[config.mk]
export PLATFORM = sky130hd
export DESIGN_NAME = h264_length_prefixed_rtp_packetizer
export DESIGN_NICKNAME = d
export VERILOG_FILES = /design/src/h264lp_pkg.sv /design/src/h264_length_prefixed_rtp_packetizer.sv /design/src/h264lp_front.sv /design/src/h264lp_queue.sv /design/src/h264lp_back.sv
export SDC_FILE = /design/constraint.sdc
export NUM_CORES = 1
export LEC_CHECK = 0
export BUFFER_PORTS_ARGS = -buffer_cell sky130_fd_sc_hd__buf_2
export CAP_MARGIN = 20
export CORE_MARGIN = 2
export CORE_UTILIZATION = 47
export CTS_BUF_LIST = sky130_fd_sc_hd__clkbuf_8
export DETAILED_ROUTE_END_ITERATION = 16
export GPL_TIMING_DRIVEN = 0
export PLACE_DENSITY = 0.68
export REMOVE_ABC_BUFFERS = 1
export SLEW_MARGIN = 20
export SYNTH_ARGS = -nofsm -noshare
export SYNTH_HDL_FRONTEND = slang
export SYNTH_SLANG_ARGS = --single-unit
[constraint.sdc]
create_clock -name clk -period 6.6 [get_ports clk]
set_input_delay 0.99 -clock clk [delete_from_list [all_inputs] [get_ports clk]]
set_output_delay 0.99 -clock clk [all_outputs]
set_load 0.05 [all_outputs]
[src/h264lp_pkg.sv]
// Shared types and constants of the length-prefixed H.264 RTP packetizer.
package h264lp_pkg;

  typedef enum logic [1:0] {
    PH_PREFIX = 2'd0,
    PH_HEADER = 2'd1,
    PH_SINGLE = 2'd2,
    PH_FRAG   = 2'd3
  } phase_t;

  typedef enum logic [1:0] {
    ST_OK        = 2'd0,
    ST_ZERO_SIZE = 2'd1,
    ST_TRUNCATED = 2'd2,
    ST_TOO_LONG  = 2'd3
  } status_t;

  localparam int unsigned OFFSET_W = 20;
  localparam int unsigned LENGTH_W = 16;
  localparam int unsigned SIZE_W   = 32;
  localparam int unsigned PLEN_W   = 3;

  localparam logic [15:0] MTU_RESET      = 16'd1400;
  localparam logic [2:0]  PREFIX_RESET   = 3'd4;
  localparam logic [7:0]  NRI_MASK       = 8'h60;
  localparam logic [7:0]  FU_A_TYPE      = 8'd28;
  localparam logic [7:0]  TYPE_MASK      = 8'h1f;
  localparam logic [7:0]  FU_START_BIT   = 8'h80;
  localparam logic [7:0]  FU_END_BIT     = 8'h40;

  localparam logic [0:0] REG_MTU        = 1'b0;
  localparam logic [0:0] REG_PREFIX_LEN = 1'b1;

  typedef struct packed {
    logic [OFFSET_W-1:0] pkt_offset;
    logic [LENGTH_W-1:0] pkt_length;
    logic                single_nal;
    logic [7:0]          fu_indicator;
    logic [7:0]          fu_header;
    logic                marker;
    status_t             status;
  } result_t;

  localparam int unsigned RESULT_W = $bits(result_t);

endpackage

[src/h264_length_prefixed_rtp_packetizer.sv]
// Top level of the H.264 length-prefixed NAL to RTP packet descriptor block.
//
// Input stream: one frame byte per request; s_tlast marks the last byte of a
// frame. Each NAL is preceded by a big-endian size prefix of size_prefix_len
// bytes. Output stream: one packet descriptor per request (single-NAL packet,
// FU-A fragment, or an error report with zero length); m_tlast is the RTP
// marker on the packet that completes the frame.
// Registers via APB: 0x0 mtu (reset 1400), 0x4 size_prefix_len (reset 4).
// Throughput: one byte per cycle while s_tready is high; each byte updates the
// parser state and may produce a descriptor. The parser writes a descriptor
// into the queue at the edge that accepts its byte; the output register loads
// it from the queue once it is free or m_tready takes its descriptor.
// When the receiver stalls, the descriptor queue (FIFO_DEPTH entries) keeps
// taking results; s_tready drops only when the queue is full.
// Reset clears the parser to the start of a frame, empties the queue and
// restores the register defaults.
module h264_length_prefixed_rtp_packetizer #(
  parameter int unsigned FRAME_BYTES_MAX = 1048576,
  parameter int unsigned FIFO_DEPTH      = 4
) (
  input  logic        clk,
  input  logic        rst,
  input  logic        s_tvalid,
  output logic        s_tready,
  input  logic [7:0]  s_tdata,  // [7:0] data_byte
  input  logic        s_tlast,  // frame_end
  output logic        m_tvalid,
  input  logic        m_tready,
  output logic [55:0] m_tdata,  // [19:0] pkt_offset, [35:20] pkt_length,
                                // [43:36] fu_indicator, [51:44] fu_header
  output logic [2:0]  m_tuser,  // [0] single_nal, [2:1] status
  output logic        m_tlast,  // marker
  input  logic        psel,
  input  logic        penable,
  input  logic        pwrite,
  input  logic [2:0]  paddr,
  input  logic [31:0] pwdata,
  output logic [31:0] prdata,
  output logic        pready
);

  logic [15:0] mtu;
  logic [2:0]  size_prefix_len;
  logic        take;
  logic        f_valid;
  h264lp_pkg::result_t f_res, q_data, o_data;
  logic        q_push, q_pop, q_empty, q_full;

  assign pready = 1'b1;

  always_ff @(posedge clk) begin
    if (rst) begin
      mtu             <= h264lp_pkg::MTU_RESET;
      size_prefix_len <= h264lp_pkg::PREFIX_RESET;
    end else if (psel && penable && pwrite && pready) begin
      unique case (paddr[2:2])
        h264lp_pkg::REG_MTU:        mtu <= pwdata[15:0];
        h264lp_pkg::REG_PREFIX_LEN: size_prefix_len <= pwdata[2:0];
        default: ;
      endcase
    end
  end

  always_comb begin
    unique case (paddr[2:2])
      h264lp_pkg::REG_MTU:        prdata = {16'd0, mtu};
      h264lp_pkg::REG_PREFIX_LEN: prdata = {29'd0, size_prefix_len};
      default:                    prdata = 32'd0;
    endcase
  end

  assign s_tready = !q_full;
  assign take     = s_tvalid && s_tready;
  assign q_push   = take && f_valid;

  h264lp_front #(
    .FRAME_BYTES_MAX(FRAME_BYTES_MAX)
  ) u_front (
    .clk            (clk),
    .rst            (rst),
    .take           (take),
    .data_byte      (s_tdata),
    .frame_end      (s_tlast),
    .mtu            (mtu),
    .size_prefix_len(size_prefix_len),
    .res_valid      (f_valid),
    .res            (f_res)
  );

  h264lp_queue #(
    .DEPTH(FIFO_DEPTH)
  ) u_queue (
    .clk      (clk),
    .rst      (rst),
    .push     (q_push),
    .push_data(f_res),
    .pop      (q_pop),
    .pop_data (q_data),
    .empty    (q_empty),
    .full     (q_full)
  );

  h264lp_back u_back (
    .clk      (clk),
    .rst      (rst),
    .q_empty  (q_empty),
    .q_data   (q_data),
    .q_pop    (q_pop),
    .out_valid(m_tvalid),
    .out_ready(m_tready),
    .out_data (o_data)
  );

  assign m_tdata = {4'd0, o_data.fu_header, o_data.fu_indicator,
                    o_data.pkt_length, o_data.pkt_offset};
  assign m_tuser = {o_data.status, o_data.single_nal};
  assign m_tlast = o_data.marker;

  a_no_overflow: assert property (@(posedge clk) disable iff (rst)
    !(q_push && q_full))
    else $error("descriptor queue overflow");

  a_no_underflow: assert property (@(posedge clk) disable iff (rst)
    !(q_pop && q_empty))
    else $error("descriptor queue underflow");

  a_error_empty: assert property (@(posedge clk) disable iff (rst)
    (m_tvalid && m_tuser[2:1] != 2'd0) |-> (m_tdata[35:20] == 16'd0 && !m_tlast))
    else $error("error descriptor carries payload or marker");

  a_single_no_fu: assert property (@(posedge clk) disable iff (rst)
    (m_tvalid && m_tuser[0]) |-> (m_tdata[51:36] == 16'd0))
    else $error("single-NAL descriptor carries FU bytes");

endmodule

[src/h264lp_front.sv]
// Front end: parses size prefixes and NAL bytes, produces packet descriptors.
module h264lp_front #(
  parameter int unsigned FRAME_BYTES_MAX = 1048576
) (
  input  logic                  clk,
  input  logic                  rst,
  input  logic                  take,
  input  logic [7:0]            data_byte,
  input  logic                  frame_end,
  input  logic [15:0]           mtu,
  input  logic [2:0]            size_prefix_len,
  output logic                  res_valid,
  output h264lp_pkg::result_t   res
);

  localparam int unsigned PW = $clog2(FRAME_BYTES_MAX) + 1;
  localparam logic [PW-1:0] POS_MAX = PW'(FRAME_BYTES_MAX);

  h264lp_pkg::phase_t phase, phase_next;
  logic [2:0]                       prefix_bytes_left, prefix_bytes_left_next;
  logic [h264lp_pkg::SIZE_W-1:0]    nal_size, nal_size_next;
  logic [h264lp_pkg::SIZE_W-1:0]    nal_bytes_left, nal_bytes_left_next;
  logic [PW-1:0]                    frame_position, frame_position_next;
  logic [h264lp_pkg::OFFSET_W-1:0]  fragment_start, fragment_start_next;
  logic [15:0]                      fragment_fill, fragment_fill_next;
  logic                             first_fragment, first_fragment_next;
  logic [7:0]                       nal_header, nal_header_next;
  logic                             discard, discard_next;

  logic [15:0] eff_mtu;
  logic [2:0]  eff_len;
  logic [2:0]  left_base;
  logic [2:0]  left_dec_p;
  logic [h264lp_pkg::SIZE_W-1:0] size_base, size_shift, bytes_dec;
  logic [15:0] fill_inc;
  logic        fits_mtu;
  logic        do_fail, end_frame;
  h264lp_pkg::status_t fail_status;
  logic [h264lp_pkg::OFFSET_W-1:0] pos20, pos20_inc;
  logic [7:0] fu_ind, fu_hdr_base;

  always_comb begin
    eff_mtu = (mtu == 16'd0) ? 16'd1 : mtu;
    if (size_prefix_len == 3'd0) begin
      eff_len = 3'd1;
    end else if (size_prefix_len > 3'd4) begin
      eff_len = 3'd4;
    end else begin
      eff_len = size_prefix_len;
    end
    left_base  = (prefix_bytes_left == 3'd0) ? eff_len : prefix_bytes_left;
    size_base  = (prefix_bytes_left == 3'd0) ? '0 : nal_size;
    left_dec_p = left_base - 3'd1;
    size_shift = {size_base[h264lp_pkg::SIZE_W-9:0], data_byte};
    bytes_dec  = nal_bytes_left - h264lp_pkg::SIZE_W'(1);
    fill_inc   = fragment_fill + 16'd1;
    fits_mtu   = (nal_size[h264lp_pkg::SIZE_W-1:16] == '0) && (nal_size[15:0] <= eff_mtu);
    pos20      = h264lp_pkg::OFFSET_W'(frame_position);
    pos20_inc  = h264lp_pkg::OFFSET_W'(frame_position + PW'(1));
    fu_ind      = (nal_header & h264lp_pkg::NRI_MASK) | h264lp_pkg::FU_A_TYPE;
    fu_hdr_base = (nal_header & h264lp_pkg::TYPE_MASK)
                  | (first_fragment ? h264lp_pkg::FU_START_BIT : 8'd0);
  end

  always_comb begin
    phase_next             = phase;
    prefix_bytes_left_next = prefix_bytes_left;
    nal_size_next          = nal_size;
    nal_bytes_left_next    = nal_bytes_left;
    frame_position_next    = frame_position;
    fragment_start_next    = fragment_start;
    fragment_fill_next     = fragment_fill;
    first_fragment_next    = first_fragment;
    nal_header_next        = nal_header;
    discard_next           = discard;
    res_valid              = 1'b0;
    res                    = '0;
    do_fail                = 1'b0;
    end_frame              = 1'b0;
    fail_status            = h264lp_pkg::ST_OK;

    if (discard) begin
      end_frame = frame_end;
    end else if (frame_position >= POS_MAX) begin
      do_fail     = 1'b1;
      fail_status = h264lp_pkg::ST_TOO_LONG;
    end else begin
      frame_position_next = frame_position + PW'(1);
      unique case (phase)
        h264lp_pkg::PH_PREFIX: begin
          prefix_bytes_left_next = left_dec_p;
          nal_size_next          = size_shift;
          if (left_dec_p != 3'd0) begin
            if (frame_end) begin
              do_fail     = 1'b1;
              fail_status = h264lp_pkg::ST_TRUNCATED;
            end
          end else if (size_shift == '0) begin
            do_fail     = 1'b1;
            fail_status = h264lp_pkg::ST_ZERO_SIZE;
          end else if (frame_end) begin
            do_fail     = 1'b1;
            fail_status = h264lp_pkg::ST_TRUNCATED;
          end else begin
            nal_bytes_left_next = size_shift;
            phase_next          = h264lp_pkg::PH_HEADER;
          end
        end
        h264lp_pkg::PH_HEADER: begin
          nal_header_next     = data_byte;
          nal_bytes_left_next = bytes_dec;
          if (fits_mtu) begin
            fragment_start_next = pos20;
            phase_next          = h264lp_pkg::PH_SINGLE;
          end else begin
            fragment_start_next = pos20_inc;
            fragment_fill_next  = 16'd0;
            first_fragment_next = 1'b1;
            phase_next          = h264lp_pkg::PH_FRAG;
          end
          if (bytes_dec == '0) begin
            // one-byte NAL is always sent whole
            phase_next       = h264lp_pkg::PH_PREFIX;
            end_frame        = frame_end;
            res_valid        = 1'b1;
            res.pkt_offset   = pos20;
            res.pkt_length   = 16'd1;
            res.single_nal   = 1'b1;
            res.marker       = frame_end;
          end else if (frame_end) begin
            do_fail     = 1'b1;
            fail_status = h264lp_pkg::ST_TRUNCATED;
          end
        end
        h264lp_pkg::PH_SINGLE: begin
          nal_bytes_left_next = bytes_dec;
          if (bytes_dec == '0) begin
            phase_next     = h264lp_pkg::PH_PREFIX;
            end_frame      = frame_end;
            res_valid      = 1'b1;
            res.pkt_offset = fragment_start;
            res.pkt_length = nal_size[15:0];
            res.single_nal = 1'b1;
            res.marker     = frame_end;
          end else if (frame_end) begin
            do_fail     = 1'b1;
            fail_status = h264lp_pkg::ST_TRUNCATED;
          end
        end
        h264lp_pkg::PH_FRAG: begin
          nal_bytes_left_next = bytes_dec;
          fragment_fill_next  = fill_inc;
          if (bytes_dec == '0) begin
            res_valid           = 1'b1;
            res.pkt_offset      = fragment_start;
            res.pkt_length      = fill_inc;
            res.fu_indicator    = fu_ind;
            res.fu_header       = fu_hdr_base | h264lp_pkg::FU_END_BIT;
            res.marker          = frame_end;
            phase_next          = h264lp_pkg::PH_PREFIX;
            first_fragment_next = 1'b1;
            fragment_fill_next  = 16'd0;
            end_frame           = frame_end;
          end else if (frame_end) begin
            do_fail     = 1'b1;
            fail_status = h264lp_pkg::ST_TRUNCATED;
          end else if (fill_inc >= eff_mtu) begin
            res_valid           = 1'b1;
            res.pkt_offset      = fragment_start;
            res.pkt_length      = fill_inc;
            res.fu_indicator    = fu_ind;
            res.fu_header       = fu_hdr_base;
            fragment_start_next = pos20_inc;
            fragment_fill_next  = 16'd0;
            first_fragment_next = 1'b0;
          end
        end
        default: begin
          phase_next = h264lp_pkg::PH_PREFIX;
        end
      endcase
    end

    if (do_fail) begin
      res_valid      = 1'b1;
      res            = '0;
      res.pkt_offset = pos20;
      res.status     = fail_status;
      if (frame_end) begin
        end_frame = 1'b1;
      end else begin
        discard_next = 1'b1;
      end
    end

    if (end_frame) begin
      phase_next             = h264lp_pkg::PH_PREFIX;
      prefix_bytes_left_next = 3'd0;
      frame_position_next    = '0;
      discard_next           = 1'b0;
    end
  end

  always_ff @(posedge clk) begin
    if (rst) begin
      phase             <= h264lp_pkg::PH_PREFIX;
      prefix_bytes_left <= 3'd0;
      nal_size          <= '0;
      nal_bytes_left    <= '0;
      frame_position    <= '0;
      fragment_start    <= '0;
      fragment_fill     <= 16'd0;
      first_fragment    <= 1'b1;
      nal_header        <= 8'd0;
      discard           <= 1'b0;
    end else if (take) begin
      phase             <= phase_next;
      prefix_bytes_left <= prefix_bytes_left_next;
      nal_size          <= nal_size_next;
      nal_bytes_left    <= nal_bytes_left_next;
      frame_position    <= frame_position_next;
      fragment_start    <= fragment_start_next;
      fragment_fill     <= fragment_fill_next;
      first_fragment    <= first_fragment_next;
      nal_header        <= nal_header_next;
      discard           <= discard_next;
    end
  end

endmodule

[src/h264lp_queue.sv]
// Small descriptor queue between the parser and the output stage.
module h264lp_queue #(
  parameter int unsigned DEPTH = 4
) (
  input  logic                clk,
  input  logic                rst,
  input  logic                push,
  input  h264lp_pkg::result_t push_data,
  input  logic                pop,
  output h264lp_pkg::result_t pop_data,
  output logic                empty,
  output logic                full
);

  localparam int unsigned AW = (DEPTH > 1) ? $clog2(DEPTH) : 1;
  localparam int unsigned CW = $clog2(DEPTH + 1);

  h264lp_pkg::result_t slots [DEPTH];
  logic [AW-1:0] wr_ptr, rd_ptr;
  logic [CW-1:0] count;

  assign empty    = (count == '0);
  assign full     = (count == CW'(DEPTH));
  assign pop_data = slots[rd_ptr];

  always_ff @(posedge clk) begin
    if (push) begin
      slots[wr_ptr] <= push_data;
    end
  end

  always_ff @(posedge clk) begin
    if (rst) begin
      wr_ptr <= '0;
      rd_ptr <= '0;
      count  <= '0;
    end else begin
      if (push) begin
        wr_ptr <= (wr_ptr == AW'(DEPTH - 1)) ? '0 : wr_ptr + AW'(1);
      end
      if (pop) begin
        rd_ptr <= (rd_ptr == AW'(DEPTH - 1)) ? '0 : rd_ptr + AW'(1);
      end
      unique case ({push, pop})
        2'b10:   count <= count + CW'(1);
        2'b01:   count <= count - CW'(1);
        default: count <= count;
      endcase
    end
  end

endmodule

[src/h264lp_back.sv]
// Back end: output register that presents one descriptor request at a time.
module h264lp_back (
  input  logic                clk,
  input  logic                rst,
  input  logic                q_empty,
  input  h264lp_pkg::result_t q_data,
  output logic                q_pop,
  output logic                out_valid,
  input  logic                out_ready,
  output h264lp_pkg::result_t out_data
);

  assign q_pop = !q_empty && (!out_valid || out_ready);

  always_ff @(posedge clk) begin
    if (rst) begin
      out_valid <= 1'b0;
    end else if (!out_valid || out_ready) begin
      out_valid <= !q_empty;
    end
  end

  always_ff @(posedge clk) begin
    if (q_pop) begin
      out_data <= q_data;
    end
  end

endmodule
Yosys cells after proc, flatten, opt, wreduce, memory -nomap -nowiden
Memory sizes are Yosys's and may differ from the RTL's. A register that Yosys moved wholly into a read port is not among the register bits.
Index checks and enable logic that the tools add are counted.
- memory bits (writable): 224
- memory bits (read-only): 0
- memories kept: 1
- flip-flop bits (word level): 162
- latch bits: 0
- input port bits: 51
- logic and storage cells: 188
- memories (memory ; words ; width ; read ports ; clocked after Yosys merged registers in ; write ports ; RTL line ; source):
    u_queue.slots ; 4 ; 56 ; 1 ; 1 ; 1 ; h264lp_queue.sv:18 ; h264lp_pkg::result_t slots [DEPTH];
- mux-type cells: 93
- multiply operators: 0
- div/mod/pow operators: 0
- $lt $le $gt $ge: 4
- eq/ne operators: 24
- add/subtract/negate cells: 8
- reductions and logical operators: 38
- bitwise gates (word level): 4
- shifts and indexed selects: 0
- operators with widths (operator ; number):
    $mux 16 ; 8
    $pmux 32 s2 ; 2
    $mux 36 ; 3
    $mux 54 ; 2
    $pmux 36 s3 ; 1
    $mux 32 ; 3
    $mux 20 ; 4
    $mux 37 ; 2
    $logic_not 32->1 ; 2
    $mux 21 ; 3
    $mux 56 ; 1
    $pmux 20 s2 ; 1
    $logic_not 16->1 ; 2
    $mux 2 ; 16
    $pmux 16 s2 ; 1
    $sub 32x1->32 const B ; 1
    $mux 1 ; 29
    $mux 24 ; 1
    $add 21x1->21 const B ; 1
    $ge 21x21->1 const B ; 1
    $mux 3 ; 7
    $reduce_and 7->1 ; 3
    $add 16x1->16 const B ; 1
    $ge 16x16->1 ; 1
    34 further kinds ; 75

Depth between registers and ports, before layout
- depth after elaboration: 14
- mapped depth: 19

Hierarchy
From an unflattened synthesis, not the netlist that was laid out.
- cell total of the unflattened synthesis: 1713
- area, all modules: 20433.3 µm²
- modules (own cells, without submodules) (module ; times used ; area an instance (µm²) ; cells an instance):
    h264lp_front ; 1 ; 8989.9 ; 1187
    h264lp_queue ; 1 ; 8563.2 ; 340
    h264lp_back ; 1 ; 1737.9 ; 60
    h264_length_prefixed_rtp_packetizer ; 1 ; 1142.3 ; 126

Least setup slack after synthesis
Ideal clock, no wire load.
- path kind: in2reg
- start: in m_tready
- end: reg u_queue.count[2]
- arrival: 5.192 ns
- buffers on the path: 0
- setup time: 0.070 ns
- path slack: 1.338 ns
- cell stages on the path: 8
- path through: inv_1 -> a21oi_1 -> ha_1 -> inv_1 -> fa_1 -> xor2_1 -> or3_1 -> a21oi_1
- word-level cells in the longest chain between the ends: 4
- RTL lines (item ; RTL line ; source):
    start: declaration ; h264_length_prefixed_rtp_packetizer.sv:28 ; input logic m_tready,
    $logic_or 1x1->1 * ; h264lp_back.sv:13 ; assign q_pop = !q_empty && (!out_valid || out_ready);
    $logic_and 1x1->1 * ; h264lp_back.sv:13 ;
    net q_pop ; h264_length_prefixed_rtp_packetizer.sv:47 ; logic q_push, q_pop, q_empty, q_full;
    $eq 2x1->1 / $eq 2x2->1 (equally long branches) ; h264lp_queue.sv:44 ; unique case ({push, pop})
    $pmux 3 s2 / $reduce_bool 2->1 (equally long branches) ; n/a ;
    end signal: assignment ; h264lp_queue.sv:45 ; 2'b10: count <= count + CW'(1);
    end signal: assignment ; h264lp_queue.sv:46 ; 2'b01: count <= count - CW'(1);
    end signal: assignment ; h264lp_queue.sv:47 ; default: count <= count;
    end: declaration ; h264lp_queue.sv:20 ; logic [CW-1:0] count;
Mark *: on every way through the listed nets, which the timed path passes. The rest lies on a longest branch.
A chain may end at the register's enable or synchronous reset.

==> flow_metrics.tcl <==
set metrics [dict create \
    synth-seq-cells 412 \
    first_global_vias 13300 \
    hold_depth 2 \
    postCtsHoldBufs 0 \
    place_ws_ns 0.747 \
    ff2ff_setup_slack_ns 0.63 \
    synth-seq-area-share 0.563 \
    ys_async_sr_fraction 0 \
    total_power_mw 6.95 \
    io_pins 146 \
    clock-sinks 412 \
    viasPerCell 5.80 \
    rsz0062_at_grt "false" \
    synthesis.area_sq_um 19100 \
    r2r-end "u_queue.slots[0][54]" \
    routabilityCongestion 0.892 \
    r2r-start "u_front.nal_bytes_left[0]" \
    p_per_area_nw_per_um2 326 \
    fin_area_sq_um 21300 \
    std_cell_rows 73 \
    arrival_ns 6.39 \
    ys.flop_type "edfxtp_1" \
    via_count 13800 \
    synth_top_area_frac 0.393 \
    synth_edf_count 250 \
    r2r_cells 11 \
    setup_viol 0 \
    grt_overflow 0 \
    cts_max_level 3 \
    tritoncts "yes" \
    path_class "reg2reg" \
    wirelength_um 45500 \
    area_growth_pct 11.8 \
    drc_errors 0 \
    diodes 0 \
    cts_buffers 70 \
    antenna_found_initial 1 \
    layout-drive-gt1-share 0.155 \
    synthTopCellsByCount "edfxtp_1 (250), nor2_1 (182), nand2_1 (173)" \
    vdd_drop_max_v 0.000174 \
    track_usage 0.218 \
    drv_slew 0 \
    cts_resized 0 \
    yosys.area.top_type "edfxtp_1" \
    initial_core_util 0.478 \
    postCtsSetupBuffers 0 \
    die_w_um 205 \
    syn_avg_cell_area_sq_um 11.0 \
    dp_hpwl_um 30100 \
    yosysMostFrequentCell "edfxtp_1" \
    fin_crit_sh 0.905 \
    cts.root.buffer_cell "clkbuf_8" \
    die_y_um 205 \
    tightest_slew_ns 1.05 \
    layout.nets 1904 \
    crit_required_ns 7.01 \
    die-area_sq_um 42200 \
    max-clock-path-buffers 3 \
    hp-start "u_front.nal_size[26]" \
    drtIter0Drc 1135 \
    outcome "completed" \
    hold_viol 0 \
    clkTransAtPathRegs_ns 0.06 \
    cp_max_fo 25 \
    synthTopCellsByArea "edfxtp_1 (39%), dfxtp_1 (17%), mux4_2 (5.9%)" \
    cap_viol_max_count 0 \
    core_sq_um 39900 \
    cp-end-kind "flip-flop" \
    setup_ws_ns 0.625 \
    grt_max_degree 82 \
    ant_nets 0 \
    grt_pass1_wl_um 71900 \
    synth.distinct_cells 69 \
    netlist_instances 1734 \
    place_area_sq_um 20100 \
    cp-start-kind "flip-flop" \
    clock_skew_ns 0.0362 \
    hold_end "u_front.nal_size[26]" \
    io_buffers 102 \
    yosys_warnings 0 \
    fmax_ghz 0.167 \
    final_util 0.534 \
    worstSkewPairLatency_ns 0.63 \
    p_leak_nw 7.82 \
    relSlewSlack 0.293 \
    final.min_clock_period_ns 5.97 \
    first_pass_iters 5 \
    post_drt_wl_per_cell_um 19.1 \
    hp-class "reg2reg" \
]
==> cells in the final DEF (no fill, tap or decap), drive strengths merged, types with 26 or more instances in the layout <==
cell type	instances
clkinv	26
nor2	182
nand2	173
buf	114
nor4	29
nor3	33
ha	50
edfxtp	250
o21ai	77
nand3	65
and3	31
a21oi	134
clkbuf	72
inv	71
xnor2	33
mux4	50
dfxtp	162
a22oi	39
==> cell type report <==
class | instances | area (sq um)
repair buffers | 114 | 815
inverters | 48 | 180
well taps | 525 | 657
clock inverters | 52 | 272
flip-flops and latches | 412 | 10800
multi-input cells | 1156 | 7660
fillers | 3448 | 18600
clock buffers | 72 | 991
==> cells by family after synthesis <==
family | count (synthesis) | share of synthesized area
other | 2 | 0.000394
buffers and inverters | 189 | 0.0437
and+or+nand+nor | 609 | 0.151
muxes | 75 | 0.0722
xor gates and xnor gates | 44 | 0.0202
adders and majority gates | 51 | 0.0338
DFF | 412 | 0.563
AOI/OAI and AO/OA | 352 | 0.115
==> worst max path at each step <==
stage / endpoint / startpoint / cells past startpoint
finish: u_queue.slots[0][54] / u_front.nal_bytes_left[0] / 11
detailed placement: u_queue.slots[0][54] / u_front.nal_bytes_left[0] / 11
global placement: u_queue.count[2] / m_tready / 9
floorplan: u_queue.count[2] / m_tready / 8
CTS: u_queue.slots[0][54] / u_front.nal_bytes_left[0] / 11
global route: u_queue.slots[0][54] / u_front.nal_bytes_left[0] / 11
==> worst max-delay path, stage by stage (launching register included) <==
cell	delay, ns
dfxtp_1	0.38
inv_1	0.09
ha_1	0.35
or4b_1	0.67
nor4_1	0.69
a21boi_0	0.19
nor4_1	0.37
o2111ai_1	0.32
nor3_2	0.67
o21a_1	0.81
o21a_1	0.84
a22o_1	0.37
==> per-stage QoR <==
stage,hold slack (ns),setup TNS [ns],std cells
3_5_place_dp,0.445,0,2254
4_1_cts,0.453,0,2378
3_3_place_gp,0.439,-3.79,2243
6_report,0.452,0,2379
2_1_floorplan,0.426,0,1616
5_1_grt,0.477,0,2379
==> flip-flops by register name, summed over array words and instances (netlist names) <==
signal / cells
u_front.nal_header: 7
mtu: 16
u_front.fragment_start: 20
u_back.out_valid: 1
u_front.nal_size: 32
u_front.fragment_fill: 16
u_queue.slots: 200
size_prefix_len: 3
u_front.phase: 2
u_back.out_data: 50
u_queue.wr_ptr: 2
u_queue.rd_ptr: 2
u_front.first_fragment: 1
u_front.nal_bytes_left: 32
u_front.prefix_bytes_left: 3
u_queue.count: 3
u_front.frame_position: 21
u_front.discard: 1
==> where the power goes <==
part	switching [mW]	internal, mW
sequential	0.123	3.00
clock	1.03	1.06
combinational	1.18	0.553
total	2.33	4.61
==> routing by layer <==
metal  up-vias  routed length, um  global-route usage
met4         0               1140              0.0830
met2       467              21300               0.346
li1       6503                  -                   -
met3        78               3220              0.0402
met5         -                  0                   0
met1      6757              19900               0.299
Power figures use the tool's default switching activity.
